### src/h2r_pkg.sv
// Shared constants, region codes and stage-load struct for the HSL to RGBA converter.
// No dependencies; imported by h2r_channel and hsl_to_rgba_converter.
package h2r_pkg;

  localparam int FRAC_BITS_DEF = 16;   // Q1.16 saturation, lightness and alpha
  localparam int NSTG          = 7;    // pipeline stages, last one is the output register

  localparam int HUE_W = 16;
  localparam int FLD_W = 17;           // saturation, lightness, alpha field width
  localparam int POS_W = 19;           // ramp position, 6*t in units of 1/65536
  localparam int M_W   = 20;           // signed M1 / M2 levels
  localparam int DD_W  = 20;           // non-negative M2 - M1
  localparam int X_W   = 17;           // ramp distance, at most 65536

  // hue offsets in units of 1/(3*65536) turn
  localparam logic [POS_W-1:0] HUE_THIRD  = 19'd65536;
  localparam logic [POS_W-1:0] HUE_2THIRD = 19'd131072;
  localparam logic [POS_W-1:0] HUE3_TURN  = 19'd196608;

  // region bounds on the ramp position: 1/6, 1/2 and 2/3 turn
  localparam logic [POS_W-1:0] POS_SIXTH = 19'd65536;
  localparam logic [POS_W-1:0] POS_HALF  = 19'd196608;
  localparam logic [POS_W-1:0] POS_TWO3  = 19'd262144;

  typedef enum logic [1:0] {
    RGN_RISE,
    RGN_HIGH,
    RGN_FALL,
    RGN_LOW
  } h2r_rgn_t;

  // load enables for the per-channel stages
  typedef struct packed {
    logic s4;
    logic s5;
    logic s6;
    logic s7;
  } h2r_ld_t;

endpackage

### src/h2r_channel.sv
// One color channel: hue ramp region, ramp multiply, clamp and scale to a byte.
// Stages 4 to 7 of the converter pipeline; depends on h2r_pkg.
module h2r_channel import h2r_pkg::*; #(
  parameter int FRAC_BITS = FRAC_BITS_DEF
) (
  input  logic                   clk,
  input  h2r_ld_t                ld,
  input  logic [POS_W-1:0]       pos,
  input  logic signed [M_W-1:0]  m1,
  input  logic signed [M_W-1:0]  m2,
  input  logic [DD_W-1:0]        dd,
  output logic [7:0]             chan
);

  localparam int LVL_W  = FRAC_BITS + 1;
  localparam int VW     = (FRAC_BITS + 2 > 23) ? FRAC_BITS + 2 : 23;
  localparam int PROD_W = DD_W + X_W;
  localparam int RAMP_W = PROD_W - 16;
  localparam int SCL_W  = LVL_W + 8;
  localparam logic signed [VW-1:0] ONE_V = {{(VW-1){1'b0}}, 1'b1} << FRAC_BITS;

  // stage 4: region and ramp distance
  h2r_rgn_t              rgn_nxt, rgn_4_r, rgn_5_r;
  logic [X_W-1:0]        x_nxt, x_4_r;
  logic [POS_W-1:0]      fall_x;
  logic signed [M_W-1:0] m1_4_r, m2_4_r, m1_5_r, m2_5_r;
  logic [DD_W-1:0]       dd_4_r;

  assign fall_x = POS_TWO3 - pos;

  always_comb begin
    if (pos < POS_SIXTH) begin
      rgn_nxt = RGN_RISE;
      x_nxt   = pos[X_W-1:0];
    end else if (pos < POS_HALF) begin
      rgn_nxt = RGN_HIGH;
      x_nxt   = '0;
    end else if (pos < POS_TWO3) begin
      rgn_nxt = RGN_FALL;
      x_nxt   = fall_x[X_W-1:0];
    end else begin
      rgn_nxt = RGN_LOW;
      x_nxt   = '0;
    end
  end

  always_ff @(posedge clk) begin
    if (ld.s4) begin
      rgn_4_r <= rgn_nxt;
      x_4_r   <= x_nxt;
      m1_4_r  <= m1;
      m2_4_r  <= m2;
      dd_4_r  <= dd;
    end
  end

  // stage 5: (M2 - M1) * distance
  logic [PROD_W-1:0] prod_nxt, prod_5_r;

  assign prod_nxt = {{X_W{1'b0}}, dd_4_r} * {{DD_W{1'b0}}, x_4_r};

  always_ff @(posedge clk) begin
    if (ld.s5) begin
      prod_5_r <= prod_nxt;
      rgn_5_r  <= rgn_4_r;
      m1_5_r   <= m1_4_r;
      m2_5_r   <= m2_4_r;
    end
  end

  // stage 6: level select and clamp to [0, 1.0]
  logic [RAMP_W-1:0]    ramp;
  logic signed [VW-1:0] m1_e, m2_e, ramp_e, sum;
  logic [LVL_W-1:0]     lvl_nxt, lvl_6_r;
  logic signed [VW-1:0] lvl_c;

  assign ramp   = prod_5_r[PROD_W-1:16];
  assign m1_e   = VW'(m1_5_r);
  assign m2_e   = VW'(m2_5_r);
  assign ramp_e = $signed(VW'(ramp));

  always_comb begin
    case (rgn_5_r)
      RGN_RISE: sum = m1_e + ramp_e;
      RGN_FALL: sum = m1_e + ramp_e;
      RGN_HIGH: sum = m2_e;
      default:  sum = m1_e;
    endcase
    if (sum < 0) begin
      lvl_c = '0;
    end else if (sum > ONE_V) begin
      lvl_c = ONE_V;
    end else begin
      lvl_c = sum;
    end
    lvl_nxt = lvl_c[LVL_W-1:0];
  end

  always_ff @(posedge clk) begin
    if (ld.s6) begin
      lvl_6_r <= lvl_nxt;
    end
  end

  // stage 7: floor(255 * level)
  logic [SCL_W-1:0] scl, scl_sh;
  logic [7:0]       chan_nxt, chan_7_r;

  assign scl      = SCL_W'(lvl_6_r) * SCL_W'(255);
  assign scl_sh   = scl >> FRAC_BITS;
  assign chan_nxt = scl_sh[7:0];

  always_ff @(posedge clk) begin
    if (ld.s7) begin
      chan_7_r <= chan_nxt;
    end
  end

  assign chan = chan_7_r;

endmodule

### src/hsl_to_rgba_converter.sv
// Top level of the HSL to RGBA converter: input clamp, hue offsets, M1/M2 levels,
// three h2r_channel instances and the alpha path. Depends on h2r_pkg and h2r_channel.
//
//  channel | dir | handshake              | word
//  in      | in  | in_tvalid / in_tready   | hue, saturation, lightness, alpha_in
//  out     | out | out_tvalid / out_tready | red, green, blue, alpha_out
//
// One word per clock sustained while out_tready is high; each word passes all seven pipeline registers.
// Two multipliers deep per channel (ramp and x255) plus L*S set the stage count.
// Synchronous active-low reset clears the stage valid bits only.
// A stall on out_tready holds each full stage; empty stages still fill, so
// in_tready drops only when all seven stages hold a word.
module hsl_to_rgba_converter import h2r_pkg::*; #(
  parameter int FRAC_BITS = FRAC_BITS_DEF
) (
  input  logic        clk,
  input  logic        rst_n,
  input  logic        in_tvalid,
  output logic        in_tready,
  input  logic [71:0] in_tdata,   // hue[15:0], saturation[32:16], lightness[49:33],
                                  // alpha_in[66:50], zero fill
  output logic        out_tvalid,
  input  logic        out_tready,
  output logic [31:0] out_tdata   // red[7:0], green[15:8], blue[23:16], alpha_out[31:24]
);

  localparam logic [31:0] ONE32  = 32'd1 << FRAC_BITS;
  localparam logic [31:0] HALF32 = 32'd1 << (FRAC_BITS - 1);
  localparam int LSP_W = 2 * FLD_W;
  localparam int A255_W = FLD_W + 8;

  // stage valid bits and ready chain
  logic [NSTG:1]   vld_r, vld_nxt;
  logic [NSTG+1:1] rdy;
  h2r_ld_t         ld;

  always_comb begin
    rdy[NSTG+1] = out_tready;
    for (int k = NSTG; k >= 1; k--) begin
      rdy[k] = !vld_r[k] || rdy[k+1];
    end
    vld_nxt[1] = rdy[1] ? in_tvalid : vld_r[1];
    for (int k = 2; k <= NSTG; k++) begin
      vld_nxt[k] = rdy[k] ? vld_r[k-1] : vld_r[k];
    end
  end

  always_ff @(posedge clk) begin
    if (!rst_n) begin
      vld_r <= '0;
    end else begin
      vld_r <= vld_nxt;
    end
  end

  assign ld        = '{s4: rdy[4], s5: rdy[5], s6: rdy[6], s7: rdy[7]};
  assign in_tready = rdy[1];

  // stage 1: clamp, hue scaled by 3 and its third-turn offsets
  logic [HUE_W-1:0] hue;
  logic [FLD_W-1:0] sat, lit, alp;
  logic [FLD_W-1:0] s_nxt, l_nxt, a_nxt, s_1_r, l_1_r, a_1_r;
  logic [17:0]      h3;
  logic [POS_W-1:0] hr_t, hb_t, hr, hb;
  logic [POS_W-1:0] posr_nxt, posg_nxt, posb_nxt;
  logic [POS_W-1:0] posr_1_r, posg_1_r, posb_1_r;

  assign hue = in_tdata[15:0];
  assign sat = in_tdata[32:16];
  assign lit = in_tdata[49:33];
  assign alp = in_tdata[66:50];

  assign s_nxt = ({15'd0, sat} > ONE32) ? ONE32[FLD_W-1:0] : sat;
  assign l_nxt = ({15'd0, lit} > ONE32) ? ONE32[FLD_W-1:0] : lit;
  assign a_nxt = ({15'd0, alp} > ONE32) ? ONE32[FLD_W-1:0] : alp;

  assign h3   = {2'b00, hue} + {1'b0, hue, 1'b0};
  assign hr_t = {1'b0, h3} + HUE_THIRD;
  assign hb_t = {1'b0, h3} + HUE_2THIRD;
  assign hr   = (hr_t >= HUE3_TURN) ? hr_t - HUE3_TURN : hr_t;
  assign hb   = (hb_t >= HUE3_TURN) ? hb_t - HUE3_TURN : hb_t;

  assign posr_nxt = {hr[17:0], 1'b0};
  assign posg_nxt = {h3, 1'b0};
  assign posb_nxt = {hb[17:0], 1'b0};

  always_ff @(posedge clk) begin
    if (rdy[1]) begin
      s_1_r    <= s_nxt;
      l_1_r    <= l_nxt;
      a_1_r    <= a_nxt;
      posr_1_r <= posr_nxt;
      posg_1_r <= posg_nxt;
      posb_1_r <= posb_nxt;
    end
  end

  // stage 2: L*S and 255*alpha
  logic [LSP_W-1:0]  lsp_nxt, lsp_2_r;
  logic [A255_W-1:0] a255_nxt, a255_2_r;
  logic [FLD_W-1:0]  s_2_r, l_2_r;
  logic [POS_W-1:0]  posr_2_r, posg_2_r, posb_2_r;

  assign lsp_nxt  = {{FLD_W{1'b0}}, l_1_r} * {{FLD_W{1'b0}}, s_1_r};
  assign a255_nxt = {a_1_r, 8'd0} - {8'd0, a_1_r};

  always_ff @(posedge clk) begin
    if (rdy[2]) begin
      lsp_2_r  <= lsp_nxt;
      a255_2_r <= a255_nxt;
      s_2_r    <= s_1_r;
      l_2_r    <= l_1_r;
      posr_2_r <= posr_1_r;
      posg_2_r <= posg_1_r;
      posb_2_r <= posb_1_r;
    end
  end

  // stage 3: M2, M1, non-negative M2 - M1, alpha byte
  logic [LSP_W-1:0]      lsp_sh;
  logic [17:0]           ls;
  logic [M_W-1:0]        m2u;
  logic signed [M_W-1:0] m2_nxt, m1_nxt, m1_3_r, m2_3_r;
  logic signed [M_W:0]   d;
  logic [DD_W-1:0]       dd_nxt, dd_3_r;
  logic [A255_W-1:0]     a255_sh;
  logic [7:0]            alpha_nxt, alpha_3_r, alpha_4_r, alpha_5_r, alpha_6_r, alpha_7_r;
  logic [POS_W-1:0]      posr_3_r, posg_3_r, posb_3_r;

  assign lsp_sh = lsp_2_r >> FRAC_BITS;
  assign ls     = lsp_sh[17:0];

  always_comb begin
    if ({15'd0, l_2_r} <= HALF32) begin
      m2u = M_W'(l_2_r) + M_W'(ls);
    end else begin
      m2u = M_W'(l_2_r) + M_W'(s_2_r) - M_W'(ls);
    end
  end

  assign m2_nxt    = $signed(m2u);
  assign m1_nxt    = $signed(M_W'({l_2_r, 1'b0})) - m2_nxt;
  assign d         = (M_W+1)'(m2_nxt) - (M_W+1)'(m1_nxt);
  assign dd_nxt    = d[M_W] ? '0 : d[DD_W-1:0];
  assign a255_sh   = a255_2_r >> FRAC_BITS;
  assign alpha_nxt = a255_sh[7:0];

  always_ff @(posedge clk) begin
    if (rdy[3]) begin
      m1_3_r    <= m1_nxt;
      m2_3_r    <= m2_nxt;
      dd_3_r    <= dd_nxt;
      alpha_3_r <= alpha_nxt;
      posr_3_r  <= posr_2_r;
      posg_3_r  <= posg_2_r;
      posb_3_r  <= posb_2_r;
    end
  end

  // stages 4 to 7: channels, alpha delayed alongside
  logic [7:0] red, green, blue;

  h2r_channel #(.FRAC_BITS(FRAC_BITS)) u_red (
    .clk(clk), .ld(ld), .pos(posr_3_r), .m1(m1_3_r), .m2(m2_3_r), .dd(dd_3_r), .chan(red)
  );

  h2r_channel #(.FRAC_BITS(FRAC_BITS)) u_green (
    .clk(clk), .ld(ld), .pos(posg_3_r), .m1(m1_3_r), .m2(m2_3_r), .dd(dd_3_r), .chan(green)
  );

  h2r_channel #(.FRAC_BITS(FRAC_BITS)) u_blue (
    .clk(clk), .ld(ld), .pos(posb_3_r), .m1(m1_3_r), .m2(m2_3_r), .dd(dd_3_r), .chan(blue)
  );

  always_ff @(posedge clk) begin
    if (ld.s4) begin
      alpha_4_r <= alpha_3_r;
    end
    if (ld.s5) begin
      alpha_5_r <= alpha_4_r;
    end
    if (ld.s6) begin
      alpha_6_r <= alpha_5_r;
    end
    if (ld.s7) begin
      alpha_7_r <= alpha_6_r;
    end
  end

  assign out_tvalid = vld_r[NSTG];
  assign out_tdata  = {alpha_7_r, blue, green, red};

  // checks
  logic in_acc, out_acc;

  assign in_acc  = in_tvalid && in_tready;
  assign out_acc = out_tvalid && out_tready;

  // words in flight change only by accepted input and delivered output
  a_count: assert property (@(posedge clk)
    rst_n && $past(rst_n) |->
      ($countones(vld_r) == $past($countones(vld_r)) + $past(in_acc) - $past(out_acc)))
    else $error("pipeline word count mismatch");

  // input back-pressure only with every stage full
  a_full: assert property (@(posedge clk) disable iff (!rst_n)
    !in_tready |-> (&vld_r))
    else $error("in_tready low with a free stage");

  // output word always comes from the stage before it
  a_src: assert property (@(posedge clk) disable iff (!rst_n)
    $rose(vld_r[NSTG]) |-> $past(vld_r[NSTG-1]))
    else $error("output valid without a word in stage 6");

endmodule
### config.mk
export PLATFORM = sky130hd
export DESIGN_NAME = hsl_to_rgba_converter
export DESIGN_NICKNAME = d
export VERILOG_FILES = /design/src/h2r_pkg.sv /design/src/h2r_channel.sv /design/src/hsl_to_rgba_converter.sv
export SDC_FILE = /design/constraint.sdc
export NUM_CORES = 2
export LEC_CHECK = 0
export BUFFER_PORTS_ARGS = -buffer_cell sky130_fd_sc_hd__buf_2
export CAP_MARGIN = 20
export CORE_MARGIN = 3
export CORE_UTILIZATION = 55
export CTS_BUF_LIST = sky130_fd_sc_hd__clkbuf_16
export DETAILED_ROUTE_END_ITERATION = 6
export PLACE_DENSITY = 0.76
export SKIP_LAST_GASP = 1
export SLEW_MARGIN = 20
export SYNTH_ARGS = -nofsm -noshare
export SYNTH_HDL_FRONTEND = slang
export SYNTH_HIERARCHICAL = 1
export SYNTH_SLANG_ARGS = --single-unit
### constraint.sdc
create_clock -name clk -period 6.9 [get_ports clk]
set_input_delay 1.38 -clock clk [delete_from_list [all_inputs] [get_ports clk]]
set_output_delay 1.38 -clock clk [all_outputs]
set_load 0.02 [all_outputs]
Word-level counts from Yosys, hierarchy flattened --
Index checks and enable logic that the tools add are counted.
Word-level totals: flip-flop bits (word level) 761, input port bits 76, output and inout port bits 34, word-level logic and storage cells 170
Cells by class: $add $sub $neg 17, multiply operators 7, order comparisons 21, equal/unequal tests 6, muxes and demuxes 24, bitwise gates (word level) 3, reductions and logical operators 29
Operators with widths (count):
- 17-bit two-way mux | 12
- 23-bit case mux with 2 select lines | 3
- 20-bit by 17-bit multiplier with 37-bit output | 3
- 17-bit by 8-bit multiplier with 24-bit output (second input constant) | 3
- 20-bit by 22-bit adder with 23-bit output | 3
- 23-bit by 18-bit > comparator with 1-bit output (second input constant) | 3
- 23-bit by 1-bit less-than comparator with 1-bit output (second input constant) | 3
- 19-bit by 17-bit less-than comparator with 1-bit output (second input constant) | 3
- 19-bit by 18-bit less-than comparator with 1-bit output (second input constant) | 3
- 19-bit less-than comparator (second input constant) | 3
- 17-bit > comparator (second input constant) | 3
- 1-bit by 17-bit subtractor with 17-bit output (first input constant) | 3
- 19-bit by 18-bit greater-or-equal comparator with 1-bit output (second input constant) | 2
- 18-bit two-way mux | 2
- 18-bit subtractor (second input constant) | 2
- 17-bit by 17-bit multiplier with 34-bit output | 1
- 24-bit by 17-bit subtractor with 24-bit output | 1
- 20-bit by 20-bit subtractor with 21-bit output | 1
- 20-bit two-way mux | 1
- 19-bit by 20-bit subtractor with 20-bit output | 1
- 17-bit by 18-bit adder with 19-bit output | 1
- 18-bit by 17-bit adder with 19-bit output (second input constant) | 1
- 18-bit by 18-bit adder with 19-bit output (second input constant) | 1
- 18-bit by 18-bit subtractor with 19-bit output | 1
- other kinds (12) | 47

Longest topological paths before layout --
depth after elaboration 8, gate-level depth with buffers 33, depth with buffers taken out 32

Hierarchy --
The synthesis kept the hierarchy.
By module, submodules not included:
- hsl_to_rgba_converter | instances 1, cells an instance 2145, area an instance 23062.1 sq um, sequential area each 8308.0 sq um
- h2r_channel at u_blue | instances 1, cells an instance 1981, area an instance 20602.3 sq um, sequential area each 5014.8 sq um
- h2r_channel at u_red | instances 1, cells an instance 1988, area an instance 20558.5 sq um, sequential area each 5014.8 sq um
- h2r_channel at u_green | instances 1, cells an instance 1923, area an instance 20113.0 sq um, sequential area each 5014.8 sq um

Worst setup path before layout --
Ideal clock, no wire load.
path type input to register, start input out_tready, end register alpha_4_r[0] (enable), setup time 0.596 ns, data arrival time 6.576 ns, data required time 6.304 ns, setup slack -0.272 ns, cell stages on the path 4, buffers on the path 0, cell sequence nor2b_1 and3_1 and2_1 inv_1
RTL lines:
- start: declaration | RTL line hsl_to_rgba_converter.sv:23 | input logic out_tready,
- end signal: assignment | RTL line hsl_to_rgba_converter.sv:177 | alpha_4_r <= alpha_3_r;
- end: declaration | RTL line hsl_to_rgba_converter.sv:127 | logic [7:0] alpha_nxt, alpha_3_r, alpha_4_r, alpha_5_r, alpha_6_r, alpha_7_r;

Worst setup path in the final report --
start register u_green.dd_4_r[6], end register u_green.prod_5_r[35], data pin
On the way: cells in the longest elaborated chain, start to end 1
Ends and longest elaborated chain:
- start: declaration | RTL line h2r_channel.sv:27 | logic [DD_W-1:0] dd_4_r;
- start signal: assignment | RTL line h2r_channel.sv:53 | dd_4_r <= dd;
- 20-bit by 17-bit multiplier with 37-bit output | RTL line h2r_channel.sv:60 | assign prod_nxt = {{X_W{1'b0}}, dd_4_r} * {{DD_W{1'b0}}, x_4_r};
- net u_green.prod_nxt[35] | RTL line h2r_channel.sv:58 | logic [PROD_W-1:0] prod_nxt, prod_5_r;
- end signal: assignment | RTL line h2r_channel.sv:64 | prod_5_r <= prod_nxt;
- end: declaration | RTL line h2r_channel.sv:58
The timed path passes the listed nets, and every way through them passes these cells. A chain may end at the register's enable or synchronous reset.

==> run summary <==
RUN STATUS
-------------------------------------------------------------------------------------------------
Outcome                                                                              finished clean

TIMING
-------------------------------------------------------------------------------------------------
Fin. max-slew vios                                                                              0
Hold Fails Final Rpt                                                                            0
RSZ-0062 raised after global routing                                                          yes
Setup Skew                                                                              0.0423 ns
Part of the cycle the worst path needs                                                      98.3%
Transition at the pin with the smallest max-transition slack                              1.11 ns
Shortest clock period the worst path allows after layout                                  6.78 ns
Final count of negative-setup-slack endpoints                                                   0
Worst-case setup margin in the final layout                                              0.117 ns
Highest clock frequency the design can meet                                               147 MHz
Max transition margin                                                                       26.0%
Post-route setup TNS                                                                         0 ns
Worst hold margin                                                                        0.406 ns

WORST HOLD PATH
-------------------------------------------------------------------------------------------------
Min-delay worst type                                                                   reg -> reg

PLACED DESIGN
-------------------------------------------------------------------------------------------------
Setup WS pre-CTS                                                                        -0.130 ns
Placer's final routability congestion estimate                                              0.934
Buffers on Ports                                                                              104
Placed cell area                                                                      89100 sq um
HPWL after detailed placement                                                           161000 um

SYNTHESIS
-------------------------------------------------------------------------------------------------
Post-synth EDFFs                                                                              773
Mapped cell area                                                                      84300 sq um
Library cell with the highest instance count after synthesis                                inv_1
Mean instance size in the synthesized netlist                                          10.5 sq um
Area share of the leading cell type in the synthesized netlist                              30.1%
Leading post-synthesis cells by instance count                                       inv_1 (1625), fa_1 (1268), nand2_1 (963)
Predominant post-synthesis flop cell                                                     edfxtp_1
Number of storage elements in the synthesis netlist                                           780
Sequential cell area fraction in the yosys report                                           27.7%
Gate count of the mapped netlist                                                             8037
Proportion of register bits with asynchronous set or reset after synthesis                     0%
Yosys warns                                                                                     6
Leading area contributor after synthesis                                                     fa_1
Top post-synthesis cells by area                                                     fa_1 (30%), edfxtp_1 (28%), ha_1 (11%)
Number of distinct library cell variants in the gate-level netlist after synthesis            112

GRT
-------------------------------------------------------------------------------------------------
Aggregate global routing overflow                                                               0
Antenna violations before repair                                                                6
GR Util All Layers                                                                          25.9%
Largest net degree at the start of global routing                                              97
Global-route wire length before repair                                                  323000 um
Via count of the first global-routing pass                                                  61400

PWR
-------------------------------------------------------------------------------------------------
Leakage power total                                                                     0.0451 uW
Cell area power density                                                               478 nW/um^2
Worst IR drop on VDD                                                                     0.578 mV

LAYOUT
-------------------------------------------------------------------------------------------------
Layout Utilization                                                                          61.3%
Total of fill cells in the finished design                                                  12000
Top Registers                                                                        u_blue/prod_5_r x21, u_green/prod_5_r x21, u_red/prod_5_r x21
Share of cells above drive strength 1                                                       10.2%
Area Overhead vs Synth                                                                      10.5%
Number of nets at the end of the flow                                                       10400
Cell area after layout                                                                93200 sq um

CLOCK NETWORK
-------------------------------------------------------------------------------------------------
Maximum number of buffers from clock root to sink                                               3
Clock insertion delay at the later pin of the skew report                                 0.71 ns
Hold Buf Count CTS                                                                              0
Number of buffers added by the clock tree synthesis step                                       86
Clock Sinks                                                                                   780
H-tree depth                                                                                    3
CTS tree                                                                                     done
Clock Tree Root                                                                         clkbuf_16
Clock slew at the register clock pins of the worst setup and hold paths                   0.06 ns

DIE
-------------------------------------------------------------------------------------------------
Effective utilization at floorplan                                                          55.5%
# IOs                                                                                         110
Die Footprint                                                                        158000 sq um
Core area                                                                            152000 sq um
Rows                                                                                          143
Chip Height                                                                                398 um
X dimension of the die                                                                     398 um

SETUP PATH
-------------------------------------------------------------------------------------------------
Largest incremental delay on the critical path                                            0.60 ns
Worst Path Class, Setup                                                                reg -> reg
Cells along the critical path                                                        buf_6 -> nand2_1 -> fa_1 -> inv_1 -> fa_1 -> fa_2 -> fa_2 -> fa_1 -> inv_2 -> fa_1 -> inv_2 -> ha_4 -> a21o_1 -> a221o_1 -> a21oi_2 -> o21ai_2 -> o311a_4 -> a311o_1 -> a221oi_4 -> o21bai_2 -> a221oi_2 -> xnor2_1
Cell family with the largest share of critical-path delay                             adder cells
Number of buffers and inverters on the critical path                                            4
Type of origin of the critical path                                                     flip-flop
Most used cell along the critical path                                                       fa_1
Crit path capture type                                                                  flip-flop
Biggest fanout along the worst timing path                                                      4
Critical path data required time                                                          7.36 ns
Endpoint arrival time on the critical path                                                7.24 ns
Library cell contributing the largest single delay on the critical path                      fa_2

ROUTING
-------------------------------------------------------------------------------------------------
Remaining routing DRC violations                                                                0
Post-detailed-route via-to-cell ratio                                                        5.54
Overall routed net length                                                               200000 um
Number of violations reported at the end of detailed-routing iteration 0                     4048
Count of nets left with antenna violations after detail routing                                 0
Iteration count of the initial detailed-routing pass                                            6
Wire length per cell after detailed routing                                               19.1 um
Routed vias                                                                                 58100

FLOW RUN
-------------------------------------------------------------------------------------------------
Max-cap check violation count                                                                   0

[power by group]
group / leakage (uW) / internal (uW) / switching (uW)
combinational: 0.0351 / 12600 / 17700
clock: 0.00147 / 2700 / 2080
sequential: 0.00861 / 7890 / 1590
[cell families (layout without fill, tap and decap cells)]
group / count (synthesis) / count (layout) / synth area share, %
fa+ha+maj: 1984 / 1984 / 40.7
flops: 780 / 780 / 27.7
xor+xnor: 208 / 208 / 2.17
mux: 62 / 62 / 0.761
other cells: 1 / 13 / 0.00445
compound gates: 893 / 893 / 7.25
buf+inv: 1889 / 2300 / 8.46
simple gates: 2220 / 2220 / 13.0
[through the flow]
stage	instances	power, uW
2_1_floorplan	8045	29000
3_3_place_gp	10300	37500
3_5_place_dp	10300	38500
4_1_cts	10400	43800
5_1_grt	10500	48600
6_report	10500	44500
[area by class of cell]
type	instances	area (sq um)	area share, %
Timing Repair Buffer	512	3840	4.12
Multi-Input combinational cell	5376	54300	58.3
Clock inverter	75	786	0.843
Antenna cell	4	10.0	0.0107
Tap cell	2030	2540	2.73
Inverter	1626	6120	6.56
Sequential cell	780	23400	25.1
Clock buffer	87	2180	2.34
[final timing paths]
path	startpoint	to	slack (ns)	cells past startpoint
max	u_green/dd_4_r[6]$_DFFE_PP_	u_green/prod_5_r[35]$_DFFE_PP_	0.12	22
min	u_red/m2_4_r[0]$_DFFE_PP_	u_red/m2_5_r[0]$_DFFE_PP_	0.41	0
max reg2reg	u_green/dd_4_r[6]$_DFFE_PP_	u_green/prod_5_r[35]$_DFFE_PP_	0.12	22
min reg2reg	u_red/m2_4_r[0]$_DFFE_PP_	u_red/m2_5_r[0]$_DFFE_PP_	0.41	0
[cell usage in the layout (no fill, tap or decap), types with 129 or more instances in the layout]
cell      instances
nor2_1          224
ha_1            697
a21oi_1         166
buf_4           372
and2_1          533
inv_1          1617
fa_1           1255
edfxtp_1        773
o21ai_0         209
nand2_1         953
xnor2_1         129
[timing repair]
action	4_1_cts	5_1_grt
pin swaps	42	84
endpoints found under the setup margin	20	42
buffers inserted	22	40
cloned	0	2
hold endpoints to repair	0	0
gates resized for setup	26	103
[per-layer routing]
metal  vias up  share of wire [%]  global-route usage [%]
li1      26400                  -                       -
met1     29300                 41                    34.5
met2      2046                 49                    43.4
met3       398                6.6                    3.84
met4         2                3.7                    8.89
met5         -             0.0065                       0
No activity file was read; power rests on OpenSTA's default activity.
